### src/aeg_pkg.sv
// shared types and constants for the adsr envelope generator
// no dependencies; imported by every module of the block
`default_nettype none

package aeg_pkg;

  // point table geometry
  localparam int TABLE_DEPTH = 32;
  localparam int IDX_W       = $clog2(TABLE_DEPTH);
  // the table pointer can also sit one past the last entry
  localparam int PTR_W       = $clog2(TABLE_DEPTH + 1);

  localparam int LEVEL_W = 16;
  localparam int ACC_W   = 32;
  localparam int CFG_W   = 16;

  // operation codes
  localparam logic [1:0] OP_TICK  = 2'd0;
  localparam logic [1:0] OP_WRITE = 2'd1;
  localparam logic [1:0] OP_START = 2'd2;

  // configuration register indexes
  localparam logic [1:0] REG_INITIAL = 2'd0;
  localparam logic [1:0] REG_SUSTAIN = 2'd1;
  localparam logic [1:0] REG_RELEASE = 2'd2;
  localparam logic [1:0] REG_HANG    = 2'd3;

  // envelope phases
  localparam logic [3:0] PH_OFF     = 4'd0;
  localparam logic [3:0] PH_START   = 4'd1;
  localparam logic [3:0] PH_LOOP    = 4'd2;
  localparam logic [3:0] PH_FETCH   = 4'd3;
  localparam logic [3:0] PH_RAMP    = 4'd4;
  localparam logic [3:0] PH_HANG    = 4'd5;
  localparam logic [3:0] PH_DECAY   = 4'd6;
  localparam logic [3:0] PH_RELEASE = 4'd7;
  localparam logic [3:0] PH_SUSTAIN = 4'd8;

  // marker codes held in the delay half of a table entry
  localparam logic signed [15:0] DLY_END     = 16'sd0;
  localparam logic signed [15:0] DLY_HANG    = -16'sd1;
  localparam logic signed [15:0] DLY_JUMP    = -16'sd2;
  localparam logic signed [15:0] DLY_RESTART = -16'sd3;

  typedef struct packed {
    logic signed [15:0] delay;
    logic signed [15:0] value;
  } entry_t;

  typedef struct packed {
    logic [1:0]         operation;
    logic [4:0]         entry_index;
    logic signed [15:0] entry_delay;
    logic signed [15:0] entry_value;
    logic               decay_request;
    logic               release_request;
  } aeg_in_t;

  typedef struct packed {
    logic signed [15:0] level;
    logic [3:0]         phase;
  } aeg_out_t;

endpackage

`default_nettype wire

### src/aeg_table.sv
// point table store: one write port, one registered read port
// depends on aeg_pkg; pointers past the last entry read as the end marker
`default_nettype none

module aeg_table
  import aeg_pkg::*;
(
  input  wire logic             clk,
  input  wire logic             wr_en,
  input  wire logic [IDX_W-1:0] wr_addr,
  input  wire entry_t           wr_entry,
  input  wire logic             rd_en,
  input  wire logic [PTR_W-1:0] rd_ptr,
  output entry_t                rd_entry
);

  entry_t mem [TABLE_DEPTH];
  entry_t rd_q_r;
  logic   rd_hit_r;

  always_ff @(posedge clk) begin
    if (wr_en) begin
      mem[wr_addr] <= wr_entry;
    end
    if (rd_en) begin
      rd_q_r   <= mem[rd_ptr[IDX_W-1:0]];
      rd_hit_r <= (rd_ptr < PTR_W'(TABLE_DEPTH));
    end
  end

  assign rd_entry = rd_hit_r ? rd_q_r : '0;

endmodule

`default_nettype wire

### src/aeg_divider.sv
// serial signed divider, 32-bit dividend by 16-bit divisor, truncating
// one quotient bit per cycle; depends on aeg_pkg
`default_nettype none

module aeg_divider
  import aeg_pkg::*;
(
  input  wire logic                    clk,
  input  wire logic                    rst_n,
  input  wire logic                    start,
  input  wire logic signed [ACC_W-1:0] dividend,
  input  wire logic signed [15:0]      divisor,
  output logic                         done,
  output logic [ACC_W-1:0]             quotient
);

  localparam int CNT_W = $clog2(ACC_W);

  logic             busy_r, busy_nxt;
  logic             done_r, done_nxt;
  logic [CNT_W-1:0] cnt_r, cnt_nxt;
  logic [ACC_W-1:0] dvd_r, dvd_nxt;
  logic [15:0]      rem_r, rem_nxt;
  logic [15:0]      den_r, den_nxt;
  logic             neg_r, neg_nxt;

  logic [16:0]      rem_sh;
  logic             fits;

  always_comb begin
    rem_sh   = {rem_r, dvd_r[ACC_W-1]};
    fits     = (rem_sh >= {1'b0, den_r});
    busy_nxt = busy_r;
    done_nxt = 1'b0;
    cnt_nxt  = cnt_r;
    dvd_nxt  = dvd_r;
    rem_nxt  = rem_r;
    den_nxt  = den_r;
    neg_nxt  = neg_r;
    if (start) begin
      busy_nxt = 1'b1;
      cnt_nxt  = '0;
      rem_nxt  = '0;
      // magnitudes; the most negative values map to their unsigned size
      dvd_nxt  = dividend[ACC_W-1] ? ACC_W'(-dividend) : ACC_W'(dividend);
      den_nxt  = divisor[15] ? 16'(-divisor) : 16'(divisor);
      neg_nxt  = dividend[ACC_W-1] ^ divisor[15];
    end else if (busy_r) begin
      rem_nxt = fits ? 16'(rem_sh - {1'b0, den_r}) : rem_sh[15:0];
      dvd_nxt = {dvd_r[ACC_W-2:0], fits};
      cnt_nxt = cnt_r + CNT_W'(1);
      if (cnt_r == CNT_W'(ACC_W - 1)) begin
        busy_nxt = 1'b0;
        done_nxt = 1'b1;
      end
    end
  end

  always_ff @(posedge clk) begin
    if (!rst_n) begin
      busy_r <= 1'b0;
      done_r <= 1'b0;
      cnt_r  <= '0;
    end else begin
      busy_r <= busy_nxt;
      done_r <= done_nxt;
      cnt_r  <= cnt_nxt;
    end
    dvd_r <= dvd_nxt;
    rem_r <= rem_nxt;
    den_r <= den_nxt;
    neg_r <= neg_nxt;
  end

  assign done     = done_r;
  assign quotient = neg_r ? -dvd_r : dvd_r;

endmodule

`default_nettype wire

### src/adsr_envelope_generator.sv
// Envelope generator for one voice. Write items load (delay, target) points
// into a 32-entry table, a start item arms the envelope, and each tick item
// advances it one step: a linear 16.16 ramp toward the current point, a table
// marker (end, hang, jump, restart), or one decay, sustain or release step.
// Every accepted transaction returns exactly one result with the level and
// phase after it. One transaction is in flight at a time. Write, start and
// unused-operation items and ticks while off take 3 cycles from acceptance to
// the next acceptance; other ticks that read no table entry and do no ramp
// step take 4; a ramp step or a tick that fetches a marker takes 5; a tick
// that fetches a ramp point takes 39, set by the serial divider that forms
// the ramp step one bit per cycle. A stalled output adds the stalled cycles.
// The result sits in an output register, so the next transaction can be
// taken while a result still waits. Table entries read before being written
// give undefined results; there is no clearing pass after reset.
// depends on aeg_pkg, aeg_table and aeg_divider
`default_nettype none

module adsr_envelope_generator
  import aeg_pkg::*;
(
  input  wire logic             clk,
  input  wire logic             rst_n,
  input  wire logic             in_valid,
  output logic                  in_stall,
  input  wire aeg_in_t          in_data,
  output logic                  out_valid,
  input  wire logic             out_stall,
  output aeg_out_t              out_data,
  input  wire logic             cfg_we,
  input  wire logic [1:0]       cfg_index,
  input  wire logic [CFG_W-1:0] cfg_wdata
);

  localparam logic [2:0] S_IDLE = 3'd0;
  localparam logic [2:0] S_EXEC = 3'd1;
  localparam logic [2:0] S_DEC  = 3'd2;
  localparam logic [2:0] S_DIV  = 3'd3;
  localparam logic [2:0] S_STEP = 3'd4;
  localparam logic [2:0] S_REQ  = 3'd5;
  localparam logic [2:0] S_OUT  = 3'd6;

  logic [2:0]                 state_r, state_nxt;
  logic [3:0]                 phase_r, phase_nxt;
  logic signed [LEVEL_W-1:0]  level_r, level_nxt;
  logic [PTR_W-1:0]           ptr_r, ptr_nxt;
  logic signed [15:0]         cnt_r, cnt_nxt;
  logic [ACC_W-1:0]           step_r, step_nxt;
  logic [ACC_W-1:0]           acc_r, acc_nxt;
  aeg_in_t                    item_r, item_nxt;
  logic                       out_valid_r, out_valid_nxt;
  aeg_out_t                   out_data_r, out_data_nxt;

  logic signed [LEVEL_W-1:0]  init_level_r;
  logic signed [LEVEL_W-1:0]  sus_level_r;
  logic signed [LEVEL_W-1:0]  rel_rate_r;
  logic                       hang_mode_r;

  logic                       tbl_we;
  logic                       tbl_re;
  logic [PTR_W-1:0]           tbl_rptr;
  entry_t                     tbl_wentry;
  entry_t                     rd_entry;

  logic                       div_start;
  logic signed [ACC_W-1:0]    div_num;
  logic                       div_done;
  logic [ACC_W-1:0]           div_quo;

  logic signed [LEVEL_W-1:0]  lvl_dec;
  logic signed [LEVEL_W-1:0]  sus_div16;
  logic signed [15:0]         cnt_dec;
  logic [ACC_W-1:0]           acc_sum;
  logic [LEVEL_W-1:0]         diff16;
  logic                       wr_in_range;
  logic                       jump_in_range;

  assign tbl_wentry    = '{delay: item_r.entry_delay, value: item_r.entry_value};
  assign wr_in_range   = (32'(item_r.entry_index) < TABLE_DEPTH);
  assign jump_in_range = (32'($unsigned(rd_entry.value)) < TABLE_DEPTH);
  assign lvl_dec       = level_r - rel_rate_r;
  // signed divide by 16 rounding toward zero
  assign sus_div16     = sus_level_r[LEVEL_W-1] ? ((sus_level_r + 16'sd15) >>> 4)
                                                : (sus_level_r >>> 4);
  assign cnt_dec       = cnt_r - 16'sd1;
  assign acc_sum       = acc_r + step_r;
  assign diff16        = rd_entry.value - level_r;
  assign div_num       = {diff16, 16'h0};

  aeg_table u_table (
    .clk      (clk),
    .wr_en    (tbl_we),
    .wr_addr  (IDX_W'(item_r.entry_index)),
    .wr_entry (tbl_wentry),
    .rd_en    (tbl_re),
    .rd_ptr   (tbl_rptr),
    .rd_entry (rd_entry)
  );

  aeg_divider u_divider (
    .clk      (clk),
    .rst_n    (rst_n),
    .start    (div_start),
    .dividend (div_num),
    .divisor  (rd_entry.delay),
    .done     (div_done),
    .quotient (div_quo)
  );

  always_comb begin
    state_nxt     = state_r;
    phase_nxt     = phase_r;
    level_nxt     = level_r;
    ptr_nxt       = ptr_r;
    cnt_nxt       = cnt_r;
    step_nxt      = step_r;
    acc_nxt       = acc_r;
    item_nxt      = item_r;
    out_valid_nxt = out_valid_r && out_stall;
    out_data_nxt  = out_data_r;
    tbl_we        = 1'b0;
    tbl_re        = 1'b0;
    tbl_rptr      = ptr_r;
    div_start     = 1'b0;

    unique case (state_r)
      S_IDLE: begin
        if (in_valid) begin
          item_nxt  = in_data;
          state_nxt = S_EXEC;
        end
      end

      S_EXEC: begin
        state_nxt = S_OUT;
        case (item_r.operation)
          OP_WRITE: tbl_we = wr_in_range;
          OP_START: phase_nxt = PH_START;
          OP_TICK: begin
            if (phase_r != PH_OFF) begin
              state_nxt = S_REQ;
              case (phase_r) inside
                PH_START: begin
                  level_nxt = init_level_r;
                  if (hang_mode_r) begin
                    phase_nxt = PH_HANG;
                  end else begin
                    acc_nxt   = {init_level_r, 16'h0};
                    ptr_nxt   = '0;
                    phase_nxt = PH_FETCH;
                    tbl_re    = 1'b1;
                    tbl_rptr  = '0;
                    state_nxt = S_DEC;
                  end
                end
                PH_LOOP: begin
                  acc_nxt   = {level_r, 16'h0};
                  ptr_nxt   = '0;
                  phase_nxt = PH_FETCH;
                  tbl_re    = 1'b1;
                  tbl_rptr  = '0;
                  state_nxt = S_DEC;
                end
                PH_FETCH: begin
                  tbl_re    = 1'b1;
                  state_nxt = S_DEC;
                end
                PH_RAMP: state_nxt = S_STEP;
                PH_DECAY, PH_RELEASE: begin
                  level_nxt = lvl_dec;
                  if (sus_level_r != '0 && phase_r == PH_DECAY) begin
                    if (lvl_dec < sus_level_r) begin
                      level_nxt = sus_level_r;
                      cnt_nxt   = sus_div16;
                      phase_nxt = PH_SUSTAIN;
                    end
                  end else if (lvl_dec < 16'sd100) begin
                    level_nxt = '0;
                    phase_nxt = PH_OFF;
                  end
                end
                PH_SUSTAIN: begin
                  cnt_nxt = cnt_dec;
                  if (cnt_dec == 16'sd0) begin
                    phase_nxt = PH_RELEASE;
                  end
                end
                default: ;
              endcase
            end
          end
          default: ;
        endcase
      end

      S_DEC: begin
        cnt_nxt   = rd_entry.delay;
        state_nxt = S_REQ;
        case (rd_entry.delay)
          DLY_END:     phase_nxt = PH_OFF;
          DLY_HANG:    phase_nxt = PH_HANG;
          DLY_RESTART: phase_nxt = PH_START;
          DLY_JUMP: begin
            ptr_nxt = jump_in_range ? PTR_W'($unsigned(rd_entry.value))
                                    : PTR_W'(TABLE_DEPTH);
          end
          default: begin
            div_start = 1'b1;
            phase_nxt = PH_RAMP;
            if (32'(ptr_r) < TABLE_DEPTH) begin
              ptr_nxt = ptr_r + PTR_W'(1);
            end
            state_nxt = S_DIV;
          end
        endcase
      end

      S_DIV: begin
        if (div_done) begin
          step_nxt  = div_quo;
          state_nxt = S_STEP;
        end
      end

      S_STEP: begin
        acc_nxt   = acc_sum;
        level_nxt = acc_sum[ACC_W-1:ACC_W-LEVEL_W];
        cnt_nxt   = cnt_dec;
        if (cnt_dec <= 16'sd0) begin
          phase_nxt = PH_FETCH;
        end
        state_nxt = S_REQ;
      end

      S_REQ: begin
        // release wins over decay
        if (item_r.release_request) begin
          phase_nxt = PH_RELEASE;
        end else if (item_r.decay_request) begin
          phase_nxt = PH_DECAY;
        end
        state_nxt = S_OUT;
      end

      S_OUT: begin
        if (!out_valid_r || !out_stall) begin
          out_valid_nxt = 1'b1;
          out_data_nxt  = '{level: level_r, phase: phase_r};
          state_nxt     = S_IDLE;
        end
      end

      default: state_nxt = S_IDLE;
    endcase
  end

  always_ff @(posedge clk) begin
    if (!rst_n) begin
      state_r     <= S_IDLE;
      phase_r     <= PH_OFF;
      level_r     <= '0;
      ptr_r       <= '0;
      cnt_r       <= '0;
      step_r      <= '0;
      acc_r       <= '0;
      out_valid_r <= 1'b0;
    end else begin
      state_r     <= state_nxt;
      phase_r     <= phase_nxt;
      level_r     <= level_nxt;
      ptr_r       <= ptr_nxt;
      cnt_r       <= cnt_nxt;
      step_r      <= step_nxt;
      acc_r       <= acc_nxt;
      out_valid_r <= out_valid_nxt;
    end
    item_r     <= item_nxt;
    out_data_r <= out_data_nxt;
  end

  // configuration registers
  always_ff @(posedge clk) begin
    if (!rst_n) begin
      init_level_r <= '0;
      sus_level_r  <= '0;
      rel_rate_r   <= '0;
      hang_mode_r  <= 1'b0;
    end else if (cfg_we) begin
      unique case (cfg_index)
        REG_INITIAL: init_level_r <= cfg_wdata;
        REG_SUSTAIN: sus_level_r  <= cfg_wdata;
        REG_RELEASE: rel_rate_r   <= cfg_wdata;
        REG_HANG:    hang_mode_r  <= cfg_wdata[0];
        default: ;
      endcase
    end
  end

  assign in_stall  = (state_r != S_IDLE);
  assign out_valid = out_valid_r;
  assign out_data  = out_data_r;

endmodule

`default_nettype wire

### config.mk
export PLATFORM = sky130hd
export DESIGN_NAME = adsr_envelope_generator
export DESIGN_NICKNAME = d
export VERILOG_FILES = /design/src/aeg_pkg.sv /design/src/aeg_table.sv /design/src/aeg_divider.sv /design/src/adsr_envelope_generator.sv
export SDC_FILE = /design/constraint.sdc
export NUM_CORES = 2
export LEC_CHECK = 0
export BUFFER_PORTS_ARGS = -buffer_cell sky130_fd_sc_hd__buf_2
export CAP_MARGIN = 40
export CORE_ASPECT_RATIO = 1.25
export CORE_MARGIN = 4
export CORE_UTILIZATION = 46
export DETAILED_ROUTE_END_ITERATION = 8
export SETUP_SLACK_MARGIN = 0.3
export SKIP_LAST_GASP = 1
export SYNTH_ARGS = -nofsm -noshare
export SYNTH_HDL_FRONTEND = slang
export SYNTH_SLANG_ARGS = --single-unit
export TNS_END_PERCENT = 100
### constraint.sdc
create_clock -name clk -period 11.1 [get_ports clk]
set_input_delay 0.555 -clock clk [delete_from_list [all_inputs] [get_ports clk]]
set_output_delay 0.555 -clock clk [all_outputs]
set_load 0.01 [all_outputs]
After elaboration in Yosys (flattened, before gate mapping) --
Memory sizes are Yosys's and may differ from the RTL's. A register that Yosys moved wholly into a read port is not among the register bits. Cells that the tools add are included.
Storage, ports and cells: flip-flop bits (word level) 293, memory bits (writable) 1024, input bits 64, word-level logic and storage cells 235, memories 1
Memories:
- u_table.mem | words 32, bits a word 32, rd ports 1, clocked after memory_dff 1, wr ports 1, line aeg_table.sv:17 | entry_t mem [TABLE_DEPTH];
Operators by class: $add $sub $neg 11, order comparisons 7, equal/unequal tests 53, multiplexer cells 95, bitwise gates (word level) 3, reductions and logical operators 36
Operators by type and width (number):
- $mux 16 | 22
- $mux 32 | 10
- $neg 32->32 | 2
- $pmux 32 s2 | 1
- $mux 4 | 14
- $eq 16x16->1 const B | 3
- $mux 6 | 8
- $pmux 16 s3 | 1
- $sub 16x16->16 | 3
- $ne 3x3->1 const B | 12
- $mux 3 | 11
- $add 32x32->32 | 1
- $logic_not 16->1 | 2
- $pmux 16 s2 | 1
- $pmux 4 s4 | 2
- $pmux 6 s2 | 2
- $ne 2x2->1 const B | 11
- $pmux 3 s7 | 1
- $mux 1 | 20
- $ge 17x16->1 | 1
- $add 16x5->16 const B | 1
- $le 16x1->1 const B | 1
- $lt 16x16->1 | 1
- $lt 16x6->1 const B | 1
- 43 further kinds | 73

Longest topological paths before layout --
depth in word-level cells 12, mapped depth 23, depth with buffers taken out 21

By module --
From an unflattened synthesis, not the netlist that was laid out.
Unflattened totals: cells, all modules 4582, area total of the unflattened synthesis 60050.1 um^2
Modules (own cells, without submodules):
- aeg_table | times used 1, cells each 2297, area an instance 41086.9 um^2, seq. area each 31740.4 um^2
- adsr_envelope_generator | times used 1, cells each 1693, area an instance 13729.4 um^2, seq. area each 5014.8 um^2
- aeg_divider | times used 1, cells each 592, area an instance 5233.8 um^2, seq. area each 1931.9 um^2

Least setup slack after synthesis --
OpenSTA, ideal clock, no wires.
kind register -> register, start register phase_r[2], end register u_table.rd_hit_r (enable), arrival time 4090 ps, setup slack 6504 ps, stages on the path, launching flop included 5, path buffers 1, clock period less this slack 4596 ps, cells stage by stage dfxtp_1 > clkbuf_1 > nor2_1 > o211ai_1 > nor4_1
On the way: cells in the longest elaborated chain, start to end 7
RTL lines:
- from (decl) | line adsr_envelope_generator.sv:43 | logic [3:0] phase_r, phase_nxt;
- from (signal assigned) | line adsr_envelope_generator.sv:268 | phase_r <= phase_nxt;
- $eq 4x2->1 (no source line)
- $mux 1 (3 in series) | line adsr_envelope_generator.sv:141 | case (phase_r) inside
- $mux 1 (*) | line adsr_envelope_generator.sv:139 | if (phase_r != PH_OFF) begin
- $mux 1 (*) | line adsr_envelope_generator.sv:135 | case (item_r.operation)
- $mux 1 (*) | line adsr_envelope_generator.sv:125 | unique case (state_r)
- named net tbl_re | line adsr_envelope_generator.sv:59 | logic tbl_re;
- to (signal assigned) | line aeg_table.sv:27 | rd_hit_r <= (rd_ptr < PTR_W'(TABLE_DEPTH));
- to (decl) | line aeg_table.sv:19 | logic rd_hit_r;
Mark *: on every way through the listed nets, which the timed path passes. The rest lies on a longest branch. A chain may end at the register's enable or synchronous reset.

Worst setup path in the final report --
start register level_r[0], end register cnt_r[14]
On the way: cells in the longest elaborated chain, start to end 4
RTL lines:
- from (decl) | line adsr_envelope_generator.sv:44 | logic signed [LEVEL_W-1:0] level_r, level_nxt;
- from (signal assigned) | line adsr_envelope_generator.sv:269 | level_r <= level_nxt;
- $sub 16x16->16 | line adsr_envelope_generator.sv:80 | assign lvl_dec = level_r - rel_rate_r;
- $lt 16x16->1 | line adsr_envelope_generator.sv:171 | if (lvl_dec < sus_level_r) begin
- $ne 3x3->1 (no source line)
- $reduce_and 10->1 (no source line)
- to (signal assigned) | line adsr_envelope_generator.sv:271 | cnt_r <= cnt_nxt;
- to (decl) | line adsr_envelope_generator.sv:46 | logic signed [15:0] cnt_r, cnt_nxt;
No other way between the ends.

==> results.py <==
metrics = {
    "synth": {
        "ys_ff_latch": 1349,
        "synth_area_leader_cell": "edfxtp_1",
        "netlist_instances": 5228,
        "syn_avg_cell_area_sq_um": 11.5,
        "synth_edf_count": 1167,
        "syn_nets": 5400,
        "seq_area_frac_synth": 0.641,
        "yosysWarningCount": 0,
        "synth-async-reset-ratio": 0,
        "synth_top_area_frac": 0.581,
        "yosysUniqueCellTypes": 87,
        "synthTopCellsByArea": "edfxtp_1, dfxtp_1, nand2_1, a211oi_1, nor2_1",
        "synthesis.area_sq_mm": 0.0604,
        "synth_ff_type": "edfxtp_1",
    },
    "placed_design": {
        "portBuffers": 85,
        "dp_hpwl_um": 97700,
        "place_congestion": 0.856,
    },
    "global_route": {
        "overflow": 0,
        "grt_antenna_before_repair": 3,
        "grt_pass1_wl_um": 250000,
        "grt_start_max_net_pins": 217,
        "grt_pass1_vias": 40300,
        "track_usage": 0.237,
    },
    "sta": {
        "fmax_mhz": 184,
        "setup_viol": 0,
        "worst_pin_slew_ps": 1050,
        "relSlewSlack": 0.298,
        "rsz0062_at_grt": "no",
        "final.period_utilization": 0.490,
        "skew_ps": 24.0,
        "min_period_ps": 5440,
        "drv_slew": 0,
        "finalSetupTns_ps": 0,
        "hold_viol_final": 0,
    },
    "clocking": {
        "clk_latency_ps": 780,
        "post_cts.repair.setup_buffers": 0,
        "cts_resized": 0,
        "h-tree-depth": 4,
        "numCtsBuffers": 139,
        "clkSinkCount": 1349,
        "cts_hold_buffers": 48,
        "cts_buffer_depth": 3,
        "cts_root_buf": "clkbuf_16",
        "cts_tree": "done",
        "clk_pin_slew_ps": 60,
    },
    "power_and_ir_drop": {
        "powerDensity_mw_per_mm2": 204,
        "vdd_ir_drop_max_mv": 0.181,
        "p_leak_nw": 23.2,
    },
    "detailed_routing": {
        "wl_per_cell_um": 23.3,
        "drc": 0,
        "wirelength_um": 166000,
        "drtIter0Drc": 3684,
        "dr_total_vias": 41800,
        "first_pass_iters": 6,
        "avgViaCountPerCell": 5.88,
        "ant_nets": 0,
    },
    "setup_path": {
        "critPathMostFrequentCell": "o21ai_0",
        "slowest_delay_ps": 430,
        "worstSetupEndpointType": "register",
        "worstPathRequired_ps": 11750,
        "r2r-end": "cnt_r[14]",
        "cp.arrival_ps": 6090,
        "r2r_setup_slack_ps": 5660,
        "crit_type": "register to register",
        "slowest_stage": "a2111o_1",
        "ff2ff_path_depth": 22,
        "path_cells": "inv_1 -> ha_1 -> inv_1 -> fa_1 -> a21oi_1 -> o21ai_0 -> o221ai_1 -> a21oi_1 -> nand2_1 -> o21ai_0 -> xor2_1 -> ha_1 -> and4_1 -> nand4_1 -> a2111o_1 -> nand4_1 -> and3b_1 -> buf_4 -> o21ai_0 -> nand2b_1 -> o21ai_1 -> o221a_2",
        "startpoint_type": "register",
        "rr_startpoint": "level_r[0]",
        "crit_fanout": 21,
    },
    "floorplan": {
        "num_rows": 148,
        "initial_core_util": 0.463,
        "dieArea_sq_mm": 0.137,
        "core_sq_mm": 0.130,
        "die_h_um": 413,
        "die_w_um": 332,
        "io_pins": 86,
    },
    "min_path": {
        "hp-class": "primary input to register",
        "min-delay-start": "cfg_wdata[8]",
        "whs_path_depth": 3,
        "min_to": "sus_level_r[8]",
    },
    "cells_and_area": {
        "syn2layout_area_growth_pct": 13.2,
        "drive_gt1_frac": 0.0894,
        "final_common_cell": "edfxtp_1",
        "final_core_util": 0.524,
        "n_fill_cell": 11200,
        "layout_common_cells": "edfxtp_1, nand2_1, nor2_1",
        "final_nets": 5443,
    },
    "job": {
        "drv_cap": 0,
    },
    "run_status": {
        "status": "completed",
    },
}
power breakdown:
| group | total, mW | leakage [nW] | internal [mW] | switching (mW) |
|---|---|---|---|---|
| Clock | 4.62 | 2.16 | 2.65 | 1.97 |
| Combinational | 3.18 | 9.06 | 1.17 | 2.01 |
| Sequential | 6.11 | 12.0 | 5.87 | 0.239 |
| Total | 13.9 | 23.2 | 9.69 | 4.22 |
sequential cells by signal (all words and copies together), names as in the netlist, 3 cells and up:
name,cells
cnt_r,16
u_divider.cnt_r,5
acc_r,32
out_data,20
state_r,3
item_r,41
step_r,32
u_table.mem,1024
phase_r,4
rel_rate_r,16
ptr_r,6
init_level_r,16
level_r,16
u_divider.den_r,16
sus_level_r,16
u_divider.dvd_r,32
u_divider.rem_r,16
u_table.rd_q_r,32
cells in the mapped netlist (all sizes together) (6+ instances only):
library cell	instances
o21ai	151
o41ai	8
a21oi	181
nand3b	9
mux2i	83
nand4	20
or3	21
o221ai	6
xnor2	83
nand2	727
a211oi	339
and3	109
o21bai	11
a31oi	48
nor2	648
nor3	182
dfxtp	182
nand2b	19
a21o	32
or2	10
a221oi	18
a221o	8
or4	10
nand3	114
ha	104
inv	98
a22oi	9
buf	93
clkbuf	262
o31ai	44
a311oi	72
nor2b	17
o21a	19
o22ai	12
o211ai	100
nor4	19
and2	54
edfxtp	1167
xor2	61
cell type report:
type	count	area [sq um]	share of cell area
sequential	1349	38700	0.566
tap	1725	2160	0.0316
clock inverter	75	783	0.0115
antenna	3	7.51	0.000110
timing repair buffer	257	2430	0.0356
clock buffer	177	3690	0.0541
inverter	98	370	0.00542
multi-input combinational	3426	20200	0.296
worst max-delay path, delay by kind of cell, from the launching register on:
kind                     cells  cell delay, ps
AND/OR/NAND/NOR              6            1110
XOR/XNOR                     1             310
flip-flops                   1             410
adder cells (fa/ha/maj)      3             610
AO/OA/AOI/OAI                9            2420
buffers and inverters        3             440
layer usage:
metal,share of wire,up-vias,track usage
met4,0.033,2,0.0836
met1,0.41,20800,0.304
met2,0.50,1247,0.411
met5,0.000078,-,0
met3,0.056,301,0.0355
li1,-,19500,-
worst max-delay path by stage:
stage | start | end | cells after the start | slack [ps]
after floorplan | phase_r[2] | u_table.rd_hit_r | 4 | 6500
after global placement | level_r[0] | cnt_r[12] | 18 | 5220
after detailed placement | level_r[0] | level_r[6] | 23 | 5780
after CTS | level_r[0] | level_r[6] | 23 | 5770
after global routing | level_r[0] | cnt_r[15] | 22 | 5380
final | level_r[0] | cnt_r[14] | 22 | 5660
stage by stage:
| step | hold slack (ps) | cell area [sq um] | total power, mW | setup WS (ps) | instances |
|---|---|---|---|---|---|
| 2_1_floorplan | 406 | 60400 | 8.36 | 6500 | 5228 |
| 3_3_place_gp | 446 | 62500 | 9.21 | 5220 | 6765 |
| 3_5_place_dp | 448 | 63400 | 9.36 | 5780 | 6807 |
| 4_1_cts | 5.21 | 68300 | 14.0 | 5770 | 7107 |
| 5_1_grt | 16.5 | 68300 | 14.5 | 5380 | 7107 |
| 6_report | 70.8 | 68300 | 13.9 | 5660 | 7110 |
cells by family after synthesis:
logic type | count (synthesis) | share of synthesized area
adders and majority gates | 108 | 0.0229
xor gates and xnor gates | 144 | 0.0209
muxes | 87 | 0.0145
AOI/OAI and AO/OA | 1111 | 0.128
and+or+nand+nor | 1976 | 0.143
DFF | 1349 | 0.641
buffers and inverters | 453 | 0.0300
Power figures use the tool's default switching activity.
